--- src/rtl/rtv_pkg.sv ---
// shared constants, types and the work-word layout for the rgb to hsv converter
package rtv_pkg;

  localparam int CHANNEL_BITS = 8;
  localparam int FRAC_BITS    = 12;
  localparam int SAT_BITS     = FRAC_BITS + 1;
  localparam int NUM_BITS     = CHANNEL_BITS + 3;
  localparam int FIFO_DEPTH   = 2;
  localparam int FIFO_PTR_W   = $clog2(FIFO_DEPTH);
  localparam int FIFO_CNT_W   = $clog2(FIFO_DEPTH + 1);
  localparam int DIV_STAGES   = FRAC_BITS + 1;

  typedef logic [CHANNEL_BITS-1:0] chan_t;
  typedef logic [NUM_BITS-1:0]     num_t;

  typedef enum logic [2:0] {
    SEC_RY = 3'd0,
    SEC_YG = 3'd1,
    SEC_GC = 3'd2,
    SEC_CB = 3'd3,
    SEC_BM = 3'd4,
    SEC_MR = 3'd5
  } sector_e;

  // word passed from the classifier to the divider pipeline
  typedef struct packed {
    chan_t hi;
    chan_t d;
    num_t  num;
    num_t  den;
    logic  hue_zero;
    logic  sat_zero;
  } job_t;

endpackage

--- src/rtl/rtv_if.sv ---
// valid/ready channel interfaces for pixels in and hsv results out
interface rtv_pix_if;
  logic                              valid;
  logic                              ready;
  logic [rtv_pkg::CHANNEL_BITS-1:0]  red;
  logic [rtv_pkg::CHANNEL_BITS-1:0]  green;
  logic [rtv_pkg::CHANNEL_BITS-1:0]  blue;
  modport source (output valid, red, green, blue, input ready);
  modport sink   (input valid, red, green, blue, output ready);
endinterface

interface rtv_hsv_if;
  logic                              valid;
  logic                              ready;
  logic [rtv_pkg::FRAC_BITS-1:0]     hue;
  logic [rtv_pkg::SAT_BITS-1:0]      saturation;
  logic [rtv_pkg::CHANNEL_BITS-1:0]  value;
  modport source (output valid, hue, saturation, value, input ready);
  modport sink   (input valid, hue, saturation, value, output ready);
endinterface

--- src/rtl/rtv_front.sv ---
// front end: accepts pixels, finds max/min, sector and divider operands
module rtv_front (
  input  logic                clk_i,
  input  logic                rst_ni,
  input  logic                in_valid_i,
  output logic                in_ready_o,
  input  rtv_pkg::chan_t      red_i,
  input  rtv_pkg::chan_t      green_i,
  input  rtv_pkg::chan_t      blue_i,
  output logic                job_valid_o,
  input  logic                job_ready_i,
  output rtv_pkg::job_t       job_o
);

  rtv_pkg::chan_t   hi, lo, d, share;
  rtv_pkg::sector_e sec;
  rtv_pkg::job_t    job_d, job_q;
  logic             vld_q;

  always_comb begin
    hi = red_i;
    if (green_i > hi) hi = green_i;
    if (blue_i > hi) hi = blue_i;
    lo = red_i;
    if (green_i < lo) lo = green_i;
    if (blue_i < lo) lo = blue_i;
    d = hi - lo;
    if (red_i == hi && blue_i == lo) begin
      sec = rtv_pkg::SEC_RY; share = green_i - lo;
    end else if (green_i == hi && blue_i == lo) begin
      sec = rtv_pkg::SEC_YG; share = hi - red_i;
    end else if (green_i == hi) begin
      sec = rtv_pkg::SEC_GC; share = blue_i - lo;
    end else if (blue_i == hi && red_i == lo) begin
      sec = rtv_pkg::SEC_CB; share = hi - green_i;
    end else if (blue_i == hi) begin
      sec = rtv_pkg::SEC_BM; share = red_i - lo;
    end else begin
      sec = rtv_pkg::SEC_MR; share = hi - blue_i;
    end
    job_d.hi       = hi;
    job_d.d        = d;
    job_d.num      = rtv_pkg::NUM_BITS'(rtv_pkg::num_t'(sec) * rtv_pkg::num_t'(d))
                   + rtv_pkg::num_t'(share);
    job_d.den      = rtv_pkg::NUM_BITS'(rtv_pkg::num_t'(d) * rtv_pkg::num_t'(3'd6));
    job_d.hue_zero = (d == '0);
    job_d.sat_zero = (hi == '0);
  end

  assign in_ready_o  = ~vld_q | job_ready_i;
  assign job_valid_o = vld_q;
  assign job_o       = job_q;

  always_ff @(posedge clk_i or negedge rst_ni) begin
    if (!rst_ni) begin
      vld_q <= 1'b0;
    end else if (in_ready_o) begin
      vld_q <= in_valid_i;
    end
  end

  always_ff @(posedge clk_i) begin
    if (in_ready_o && in_valid_i) begin
      job_q <= job_d;
    end
  end

endmodule

--- src/rtl/rtv_fifo.sv ---
// short queue between classifier and divider
module rtv_fifo (
  input  logic          clk_i,
  input  logic          rst_ni,
  input  logic          push_valid_i,
  output logic          push_ready_o,
  input  rtv_pkg::job_t push_data_i,
  output logic          pop_valid_o,
  input  logic          pop_ready_i,
  output rtv_pkg::job_t pop_data_o
);

  rtv_pkg::job_t                     mem_q [rtv_pkg::FIFO_DEPTH];
  logic [rtv_pkg::FIFO_PTR_W-1:0]    wr_q, rd_q;
  logic [rtv_pkg::FIFO_CNT_W-1:0]    cnt_q;
  logic                              push, pop;

  assign push_ready_o = (cnt_q != rtv_pkg::FIFO_CNT_W'(rtv_pkg::FIFO_DEPTH));
  assign pop_valid_o  = (cnt_q != '0);
  assign pop_data_o   = mem_q[rd_q];
  assign push         = push_valid_i & push_ready_o;
  assign pop          = pop_valid_o & pop_ready_i;

  always_ff @(posedge clk_i or negedge rst_ni) begin
    if (!rst_ni) begin
      wr_q  <= '0;
      rd_q  <= '0;
      cnt_q <= '0;
    end else begin
      if (push) wr_q <= (wr_q == rtv_pkg::FIFO_PTR_W'(rtv_pkg::FIFO_DEPTH - 1)) ? '0 : wr_q + 1'b1;
      if (pop)  rd_q <= (rd_q == rtv_pkg::FIFO_PTR_W'(rtv_pkg::FIFO_DEPTH - 1)) ? '0 : rd_q + 1'b1;
      if (push && !pop) cnt_q <= cnt_q + 1'b1;
      else if (pop && !push) cnt_q <= cnt_q - 1'b1;
    end
  end

  always_ff @(posedge clk_i) begin
    if (push) mem_q[wr_q] <= push_data_i;
  end

endmodule

--- src/rtl/rtv_back.sv ---
// back end: pipelined restoring dividers, one quotient bit per stage
module rtv_back (
  input  logic                              clk_i,
  input  logic                              rst_ni,
  input  logic                              job_valid_i,
  output logic                              job_ready_o,
  input  rtv_pkg::job_t                     job_i,
  output logic                              out_valid_o,
  input  logic                              out_ready_i,
  output logic [rtv_pkg::FRAC_BITS-1:0]     hue_o,
  output logic [rtv_pkg::SAT_BITS-1:0]      saturation_o,
  output rtv_pkg::chan_t                    value_o
);

  localparam int NS = rtv_pkg::DIV_STAGES;
  localparam int NW = rtv_pkg::NUM_BITS;
  localparam int CW = rtv_pkg::CHANNEL_BITS;

  logic                             vld_q  [NS];
  rtv_pkg::num_t                    hrem_q [NS];
  rtv_pkg::chan_t                   srem_q [NS];
  logic [rtv_pkg::FRAC_BITS-1:0]    hq_q   [NS];
  logic [rtv_pkg::SAT_BITS-1:0]     sq_q   [NS];
  rtv_pkg::chan_t                   hi_q   [NS];
  rtv_pkg::num_t                    den_q  [NS];
  logic                             hz_q   [NS];
  logic                             sz_q   [NS];
  logic                             en;
  logic                             s_top;

  // whole pipeline moves unless the result register is held
  assign en          = ~vld_q[NS-1] | out_ready_i;
  assign job_ready_o = en;
  assign s_top       = (job_i.d >= job_i.hi);

  always_ff @(posedge clk_i or negedge rst_ni) begin
    if (!rst_ni) begin
      vld_q[0] <= 1'b0;
    end else if (en) begin
      vld_q[0] <= job_valid_i;
    end
  end

  always_ff @(posedge clk_i) begin
    if (en) begin
      hrem_q[0] <= job_i.num;
      srem_q[0] <= s_top ? job_i.d - job_i.hi : job_i.d;
      hq_q[0]   <= '0;
      sq_q[0]   <= rtv_pkg::SAT_BITS'(s_top);
      hi_q[0]   <= job_i.hi;
      den_q[0]  <= job_i.den;
      hz_q[0]   <= job_i.hue_zero;
      sz_q[0]   <= job_i.sat_zero;
    end
  end

  for (genvar k = 1; k < NS; k++) begin : g_stage
    logic [NW:0] ht;
    logic [CW:0] st;
    logic        hbit, sbit;

    always_comb begin
      ht   = {hrem_q[k-1], 1'b0};
      st   = {srem_q[k-1], 1'b0};
      hbit = (ht >= {1'b0, den_q[k-1]});
      sbit = (st >= {1'b0, hi_q[k-1]});
    end

    always_ff @(posedge clk_i or negedge rst_ni) begin
      if (!rst_ni) begin
        vld_q[k] <= 1'b0;
      end else if (en) begin
        vld_q[k] <= vld_q[k-1];
      end
    end

    always_ff @(posedge clk_i) begin
      if (en) begin
        hrem_q[k] <= hbit ? NW'(ht - {1'b0, den_q[k-1]}) : NW'(ht);
        srem_q[k] <= sbit ? CW'(st - {1'b0, hi_q[k-1]}) : CW'(st);
        hq_q[k]   <= {hq_q[k-1][rtv_pkg::FRAC_BITS-2:0], hbit};
        sq_q[k]   <= {sq_q[k-1][rtv_pkg::SAT_BITS-2:0], sbit};
        hi_q[k]   <= hi_q[k-1];
        den_q[k]  <= den_q[k-1];
        hz_q[k]   <= hz_q[k-1];
        sz_q[k]   <= sz_q[k-1];
      end
    end
  end

  assign out_valid_o  = vld_q[NS-1];
  assign hue_o        = hz_q[NS-1] ? '0 : hq_q[NS-1];
  assign saturation_o = sz_q[NS-1] ? '0 : sq_q[NS-1];
  assign value_o      = hi_q[NS-1];

endmodule

--- src/rtl/rgb_to_hsv_converter.sv ---
// rgb to hsv converter: one pixel word in, one hsv word out, fixed point
// throughput: one word per cycle while the output is not held, set by the fully pipelined dividers
// path from accept to result: input register, queue, then FRAC_BITS+1 divider
// stages, one quotient bit each
// reset: asynchronous active low, empties all stages and the queue
module rgb_to_hsv_converter (
  input  logic       clk_i,
  input  logic       rst_ni,
  rtv_pix_if.sink    pix_i,
  rtv_hsv_if.source  hsv_o
);

  logic          fr_valid, fr_ready, bk_valid, bk_ready;
  rtv_pkg::job_t fr_job, bk_job;

  rtv_front u_front (
    .clk_i       (clk_i),
    .rst_ni      (rst_ni),
    .in_valid_i  (pix_i.valid),
    .in_ready_o  (pix_i.ready),
    .red_i       (pix_i.red),
    .green_i     (pix_i.green),
    .blue_i      (pix_i.blue),
    .job_valid_o (fr_valid),
    .job_ready_i (fr_ready),
    .job_o       (fr_job)
  );

  rtv_fifo u_fifo (
    .clk_i        (clk_i),
    .rst_ni       (rst_ni),
    .push_valid_i (fr_valid),
    .push_ready_o (fr_ready),
    .push_data_i  (fr_job),
    .pop_valid_o  (bk_valid),
    .pop_ready_i  (bk_ready),
    .pop_data_o   (bk_job)
  );

  rtv_back u_back (
    .clk_i        (clk_i),
    .rst_ni       (rst_ni),
    .job_valid_i  (bk_valid),
    .job_ready_o  (bk_ready),
    .job_i        (bk_job),
    .out_valid_o  (hsv_o.valid),
    .out_ready_i  (hsv_o.ready),
    .hue_o        (hsv_o.hue),
    .saturation_o (hsv_o.saturation),
    .value_o      (hsv_o.value)
  );

endmodule

--- src/flat_wrapper.sv ---
// flat-port wrapper written by rule: the top's interface ports become plain ports
module rgb_to_hsv_converter_flat 
  (clk_i, rst_ni, pix_i_valid, pix_i_red, pix_i_green, pix_i_blue, pix_i_ready, hsv_o_valid, hsv_o_hue, hsv_o_saturation, hsv_o_value, hsv_o_ready);
  rtv_pix_if pix_i_i ();
  rtv_hsv_if hsv_o_i ();
  input  logic clk_i;
  input  logic rst_ni;
  input wire logic [$bits(pix_i_i.valid)-1:0] pix_i_valid;
  input wire logic [$bits(pix_i_i.red)-1:0] pix_i_red;
  input wire logic [$bits(pix_i_i.green)-1:0] pix_i_green;
  input wire logic [$bits(pix_i_i.blue)-1:0] pix_i_blue;
  output wire logic [$bits(pix_i_i.ready)-1:0] pix_i_ready;
  output wire logic [$bits(hsv_o_i.valid)-1:0] hsv_o_valid;
  output wire logic [$bits(hsv_o_i.hue)-1:0] hsv_o_hue;
  output wire logic [$bits(hsv_o_i.saturation)-1:0] hsv_o_saturation;
  output wire logic [$bits(hsv_o_i.value)-1:0] hsv_o_value;
  input wire logic [$bits(hsv_o_i.ready)-1:0] hsv_o_ready;
  assign pix_i_i.valid = pix_i_valid;
  assign pix_i_i.red = pix_i_red;
  assign pix_i_i.green = pix_i_green;
  assign pix_i_i.blue = pix_i_blue;
  assign pix_i_ready = pix_i_i.ready;
  assign hsv_o_valid = hsv_o_i.valid;
  assign hsv_o_hue = hsv_o_i.hue;
  assign hsv_o_saturation = hsv_o_i.saturation;
  assign hsv_o_value = hsv_o_i.value;
  assign hsv_o_i.ready = hsv_o_ready;
  rgb_to_hsv_converter u_core (.clk_i(clk_i), .rst_ni(rst_ni), .pix_i(pix_i_i), .hsv_o(hsv_o_i));
endmodule
--- config.mk ---
export PLATFORM = sky130hd
export DESIGN_NAME = rgb_to_hsv_converter_flat
export DESIGN_NICKNAME = d
export VERILOG_FILES = /design/src/rtl/rtv_pkg.sv /design/src/rtl/rtv_if.sv /design/src/rtl/rtv_front.sv /design/src/rtl/rtv_fifo.sv /design/src/rtl/rtv_back.sv /design/src/rtl/rgb_to_hsv_converter.sv /design/src/flat_wrapper.sv
export SDC_FILE = /design/constraint.sdc
export NUM_CORES = 2
export LEC_CHECK = 0
export BUFFER_PORTS_ARGS = -buffer_cell sky130_fd_sc_hd__buf_2
export CORE_MARGIN = 2
export CORE_UTILIZATION = 46
export CTS_CLUSTER_SIZE = 40
export DETAILED_ROUTE_END_ITERATION = 12
export PLACE_DENSITY = 0.59
export SYNTH_ARGS = -nofsm -noshare
export SYNTH_HDL_FRONTEND = slang
export SYNTH_SLANG_ARGS = --single-unit
--- constraint.sdc ---
create_clock -name clk_i -period 26.9 [get_ports clk_i]
set_input_delay 5.38 -clock clk_i [delete_from_list [all_inputs] [get_ports clk_i]]
set_output_delay 5.38 -clock clk_i [all_outputs]
set_load 0.005 [all_outputs]
==> impl_metrics.sql <==
INSERT INTO impl_metrics (metric_group, metric, value, unit) VALUES
('yosys', 'synth_largest_type_area_fraction', '0.571', ''),
('layout', 'nNetsFinal', '3760', ''),
('drt', 'totalWireLength', '80100', 'um'),
('yosys', 'synth_area_leader_cell', 'edfxtp_1', ''),
('floorplanning', 'die_w', '297', 'um'),
('clock_tree', 'cts-hold-fix-buffers', '0', ''),
('yosys', 'synth_commonest_cells', '750 x edfxtp_1, 445 x inv_1, 317 x ha_1', ''),
('global_routing', 'grt.total_usage', '0.182', ''),
('clock_tree', 'cts-resized-gates', '0', ''),
('drt', 'firstDrtPassIters', '5', ''),
('floorplanning', 'floorplan.die.height', '297', 'um'),
('layout', 'num_antenna_cells', '0', ''),
('yosys', 'syn_area_per_cell', '12.1', 'um^2'),
('timing', 'slew_viol_final', '0', ''),
('outcome', 'run_status', 'complete, no violations', ''),
('yosys', 'synthesis.nets', '3653', ''),
('timing', 'tns', '0', 'ns'),
('layout', 'multi_input_area', '0.0146', 'mm^2'),
('global_routing', 'grt.overflow.total', '0', ''),
('layout', 'area.sequential', '0.0230', 'mm^2'),
('clock_tree', 'tritoncts', 'built', ''),
('layout', 'drive_gt1_frac', '0.0779', ''),
('timing', 'max_freq', '67.2', 'MHz'),
('critical_path', 'worst-setup-path-type', 'input port to register', ''),
('clock_tree', 'postCtsSetupBuffers', '0', ''),
('global_routing', 'vias_in_the_first_global_route', '24600', ''),
('timing', 'period_needed', '14.89', 'ns'),
('job', 'drv.max_cap_violation_count', '0', ''),
('floorplanning', 'floorplan.initialDensity', '0.464', ''),
('drt', 'drt_first_iter_violations', '1306', ''),
('yosys', 'synth-warning-count', '0', ''),
('yosys', 'syn-cell-area', '0.0394', 'mm^2'),
('global_routing', 'grt_antenna_before_repair', '0', ''),
('floorplanning', 'placeableCoreArea', '0.0850', 'mm^2'),
('clock_tree', 'maximum_level_of_the_cts_h_tree', '3', ''),
('critical_path', 'cp_slowest_cell', 'mux2i_1', ''),
('yosys', 'synth.yosys.seq_area_share', '0.583', ''),
('global_routing', 'grt_start_max_net_pins', '127', ''),
('clock_tree', 'cts_buffer_depth', '3', ''),
('timing', 'clock_skew', '0.0405', 'ns'),
('timing', 'tightest_slew', '1.32', 'ns'),
('floorplanning', 'io_pins', '63', ''),
('timing', 'hold_violations', '0', ''),
('critical_path', 'critPathMaxFanout', '14', ''),
('yosys', 'synthArstFlopShare', '0.0234', ''),
('timing', 'slew_headroom', '0.109', ''),
('floorplanning', 'placementRows', '107', ''),
('yosys', 'synth-seq-cells', '768', ''),
('placed_design', 'place.port_buffers', '62', ''),
('timing', 'unrepaired_setup_endpoints_after_global_routing', 'no', ''),
('yosys', 'top_cells_by_area_synth', 'edfxtp_1 57%, ha_1 10%, inv_1 4.2%, o21ai_0 3.2%, nand2_1 2.6%', ''),
('drt', 'drtAntennaViolNets', '0', ''),
('critical_path', 'critPathArrivalTime', '15.28', 'ns'),
('clock_tree', 'cts.sink_count', '768', ''),
('yosys', 'yosysMostFrequentCell', 'edfxtp_1', ''),
('clock_tree', 'cts-buffers-inserted', '83', ''),
('worst_hold_path', 'class_of_the_tightest_hold_or_removal_check', 'register to register', ''),
('global_routing', 'wire_length_of_the_first_global_routing_pass', '129000', 'um'),
('timing', 'setup_viol', '0', ''),
('drt', 'drc_markers', '0', ''),
('yosys', 'post_synthesis_cells', '3268', ''),
('placed_design', 'finalWeightedCongestion', '0.913', ''),
('yosys', 'postSynth.topFlopCell', 'edfxtp_1', ''),
('critical_path', 'worstSetupStartpointType', 'input port', ''),
('floorplanning', 'fp.dieArea', '0.0881', 'mm^2'),
('critical_path', 'cp_common_cell', 'a21oi_1', ''),
('clock_tree', 'clock_latency', '0.64', 'ns'),
('clock_tree', 'root_buffer', 'clkbuf_16', ''),
('critical_path', 'worst-endpoint-required', '27.29', 'ns'),
('drt', 'num_vias', '24000', ''),
('critical_path', 'worstSetupEndpointType', 'register', ''),
('critical_path', 'critical-path-max-stage-delay', '0.62', 'ns'),
('yosys', 'synth_enable_flop_cells', '750', ''),
('layout', 'fillers', '7276', ''),
('placed_design', 'hpwl', '59000', 'um'),
('drt', 'routed_via_density', '5.24', ''),
('timing', 'share_of_the_cycle_needed_by_the_critical_path_after_routing', '0.554', ''),
('drt', 'post_drt_wl_per_cell', '17.5', 'um'),
('layout', 'areaGrowthSynthToFinish', '11.2', '%'),
('yosys', 'yosysUniqueCellTypes', '79', ''),
('clock_tree', 'cts.clk_slew.worst_paths', '0.06', 'ns');
[cell usage in the layout, fill, tap and decap left out, types with 20 or more instances in the layout]
master,n
buf_2,62
a21boi_0,20
xnor2_1,89
a21oi_1,152
nand3_1,33
clkinv_1,21
nor2b_1,76
or4_1,20
fa_1,40
edfxtp_1,750
o31ai_1,53
clkbuf_16,85
nor2_1,174
o21ai_0,249
xor2_1,63
ha_1,317
mux2_2,41
inv_1,444
mux2i_1,20
a21o_1,69
nand2_1,277
nand4_1,40
nand2b_1,45
and2_1,35
[final cells by class]
class / count / area share
sequential: 768 / 0.524
multi-input combinational: 2001 / 0.333
clock buffer: 94 / 0.0493
inverter: 447 / 0.0384
tap: 1144 / 0.0326
clock inverter: 58 / 0.0141
timing repair buffer: 74 / 0.00913
[routing by layer]
| layer | GRT usage | share of wire | wire (um) | up-vias |
|---|---|---|---|---|
| li1 | - | - | - | 11800 |
| met2 | 0.330 | 0.51 | 41000 | 371 |
| met4 | 0.0609 | 0.028 | 2220 | 0 |
| met5 | 0 | 0 | 0 | - |
| met3 | 0.0252 | 0.032 | 2560 | 145 |
| met1 | 0.222 | 0.43 | 34300 | 11700 |
[worst max-delay path, delay by kind of cell]
kind                       cells  cell delay [ns]
and+or+nand+nor               11             2.85
buffers and inverters          4             0.72
adders and majority gates      6             2.39
AOI/OAI and AO/OA             15             3.24
muxes                          1             0.62
xor gates and xnor gates       1             0.08
[sequential cells by signal (all words and copies together), names as in the netlist, 2 cells and up]
register              flops
u_core.u_back.srem_q     96
u_core.u_back.sq_q       91
u_core.u_back.hz_q       13
u_core.u_back.vld_q      12
u_core.u_back.sz_q       13
u_core.u_back.den_q     120
u_core.u_back.hrem_q    121
u_core.u_front.job_o     38
u_core.u_back.hq_q       78
u_core.u_back.hi_q      104
u_core.u_fifo.mem_q      76
u_core.u_fifo.cnt_q       2
[metrics by stage]
step / hold slack [ns] / utilization / instances / area [um^2] / setup slack, ns
3_3_place_gp: 0.400 / 0.483 / 4434 / 41100 / 11.60
2_1_floorplan: 0.400 / - / 3268 / 39400 / 2.80
5_1_grt: 0.414 / 0.516 / 4586 / 43900 / 11.04
4_1_cts: 0.393 / 0.516 / 4586 / 43900 / 12.15
3_5_place_dp: 0.405 / 0.483 / 4434 / 41100 / 11.47
6_report: 0.407 / 0.516 / 4586 / 43900 / 12.01
[path summary, 6_finish.rpt]
kind | from | end | slack (ns) | cells past startpoint
max reg2reg | u_core.u_back.den_q[0][2]$_DFFE_PN_ | u_core.u_back.hrem_q[0][20]$_DFFE_PN_ | 22.71 | 14
max in group asynchronous | rst_ni | u_core.u_fifo.rd_q$_DFFE_PN0P_ | 21.92 | 1
min reg2reg | u_core.u_back.sq_q[0][66]$_DFFE_PN_ | u_core.u_back.sq_q[0][80]$_DFFE_PN_ | 0.41 | 0
min | u_core.u_back.sq_q[0][66]$_DFFE_PN_ | u_core.u_back.sq_q[0][80]$_DFFE_PN_ | 0.41 | 0
min in group asynchronous | rst_ni | u_core.u_back.vld_q[5]$_DFFE_PN0N_ | 4.67 | 1
max | pix_i_red[1] | u_core.u_front.job_o[23]$_DFFE_PP_ | 12.01 | 38
[kinds of logic (layout without fill, tap and decap cells)]
group                    Yosys count  count (layout)  share of synthesized area
flip-flops                       768             768                      0.583
AND/OR/NAND/NOR                  764             764                     0.0931
AO/OA/AOI/OAI                    666             666                      0.105
buffers and inverters            499             673                     0.0477
adder cells (fa/ha/maj)          358             358                      0.121
XOR/XNOR                         152             152                     0.0338
multiplexers                      61              61                     0.0168
Power is left out: the tool's default activity adds up to more than one toggle a clock period on the data nets, which glitch-free logic cannot reach.
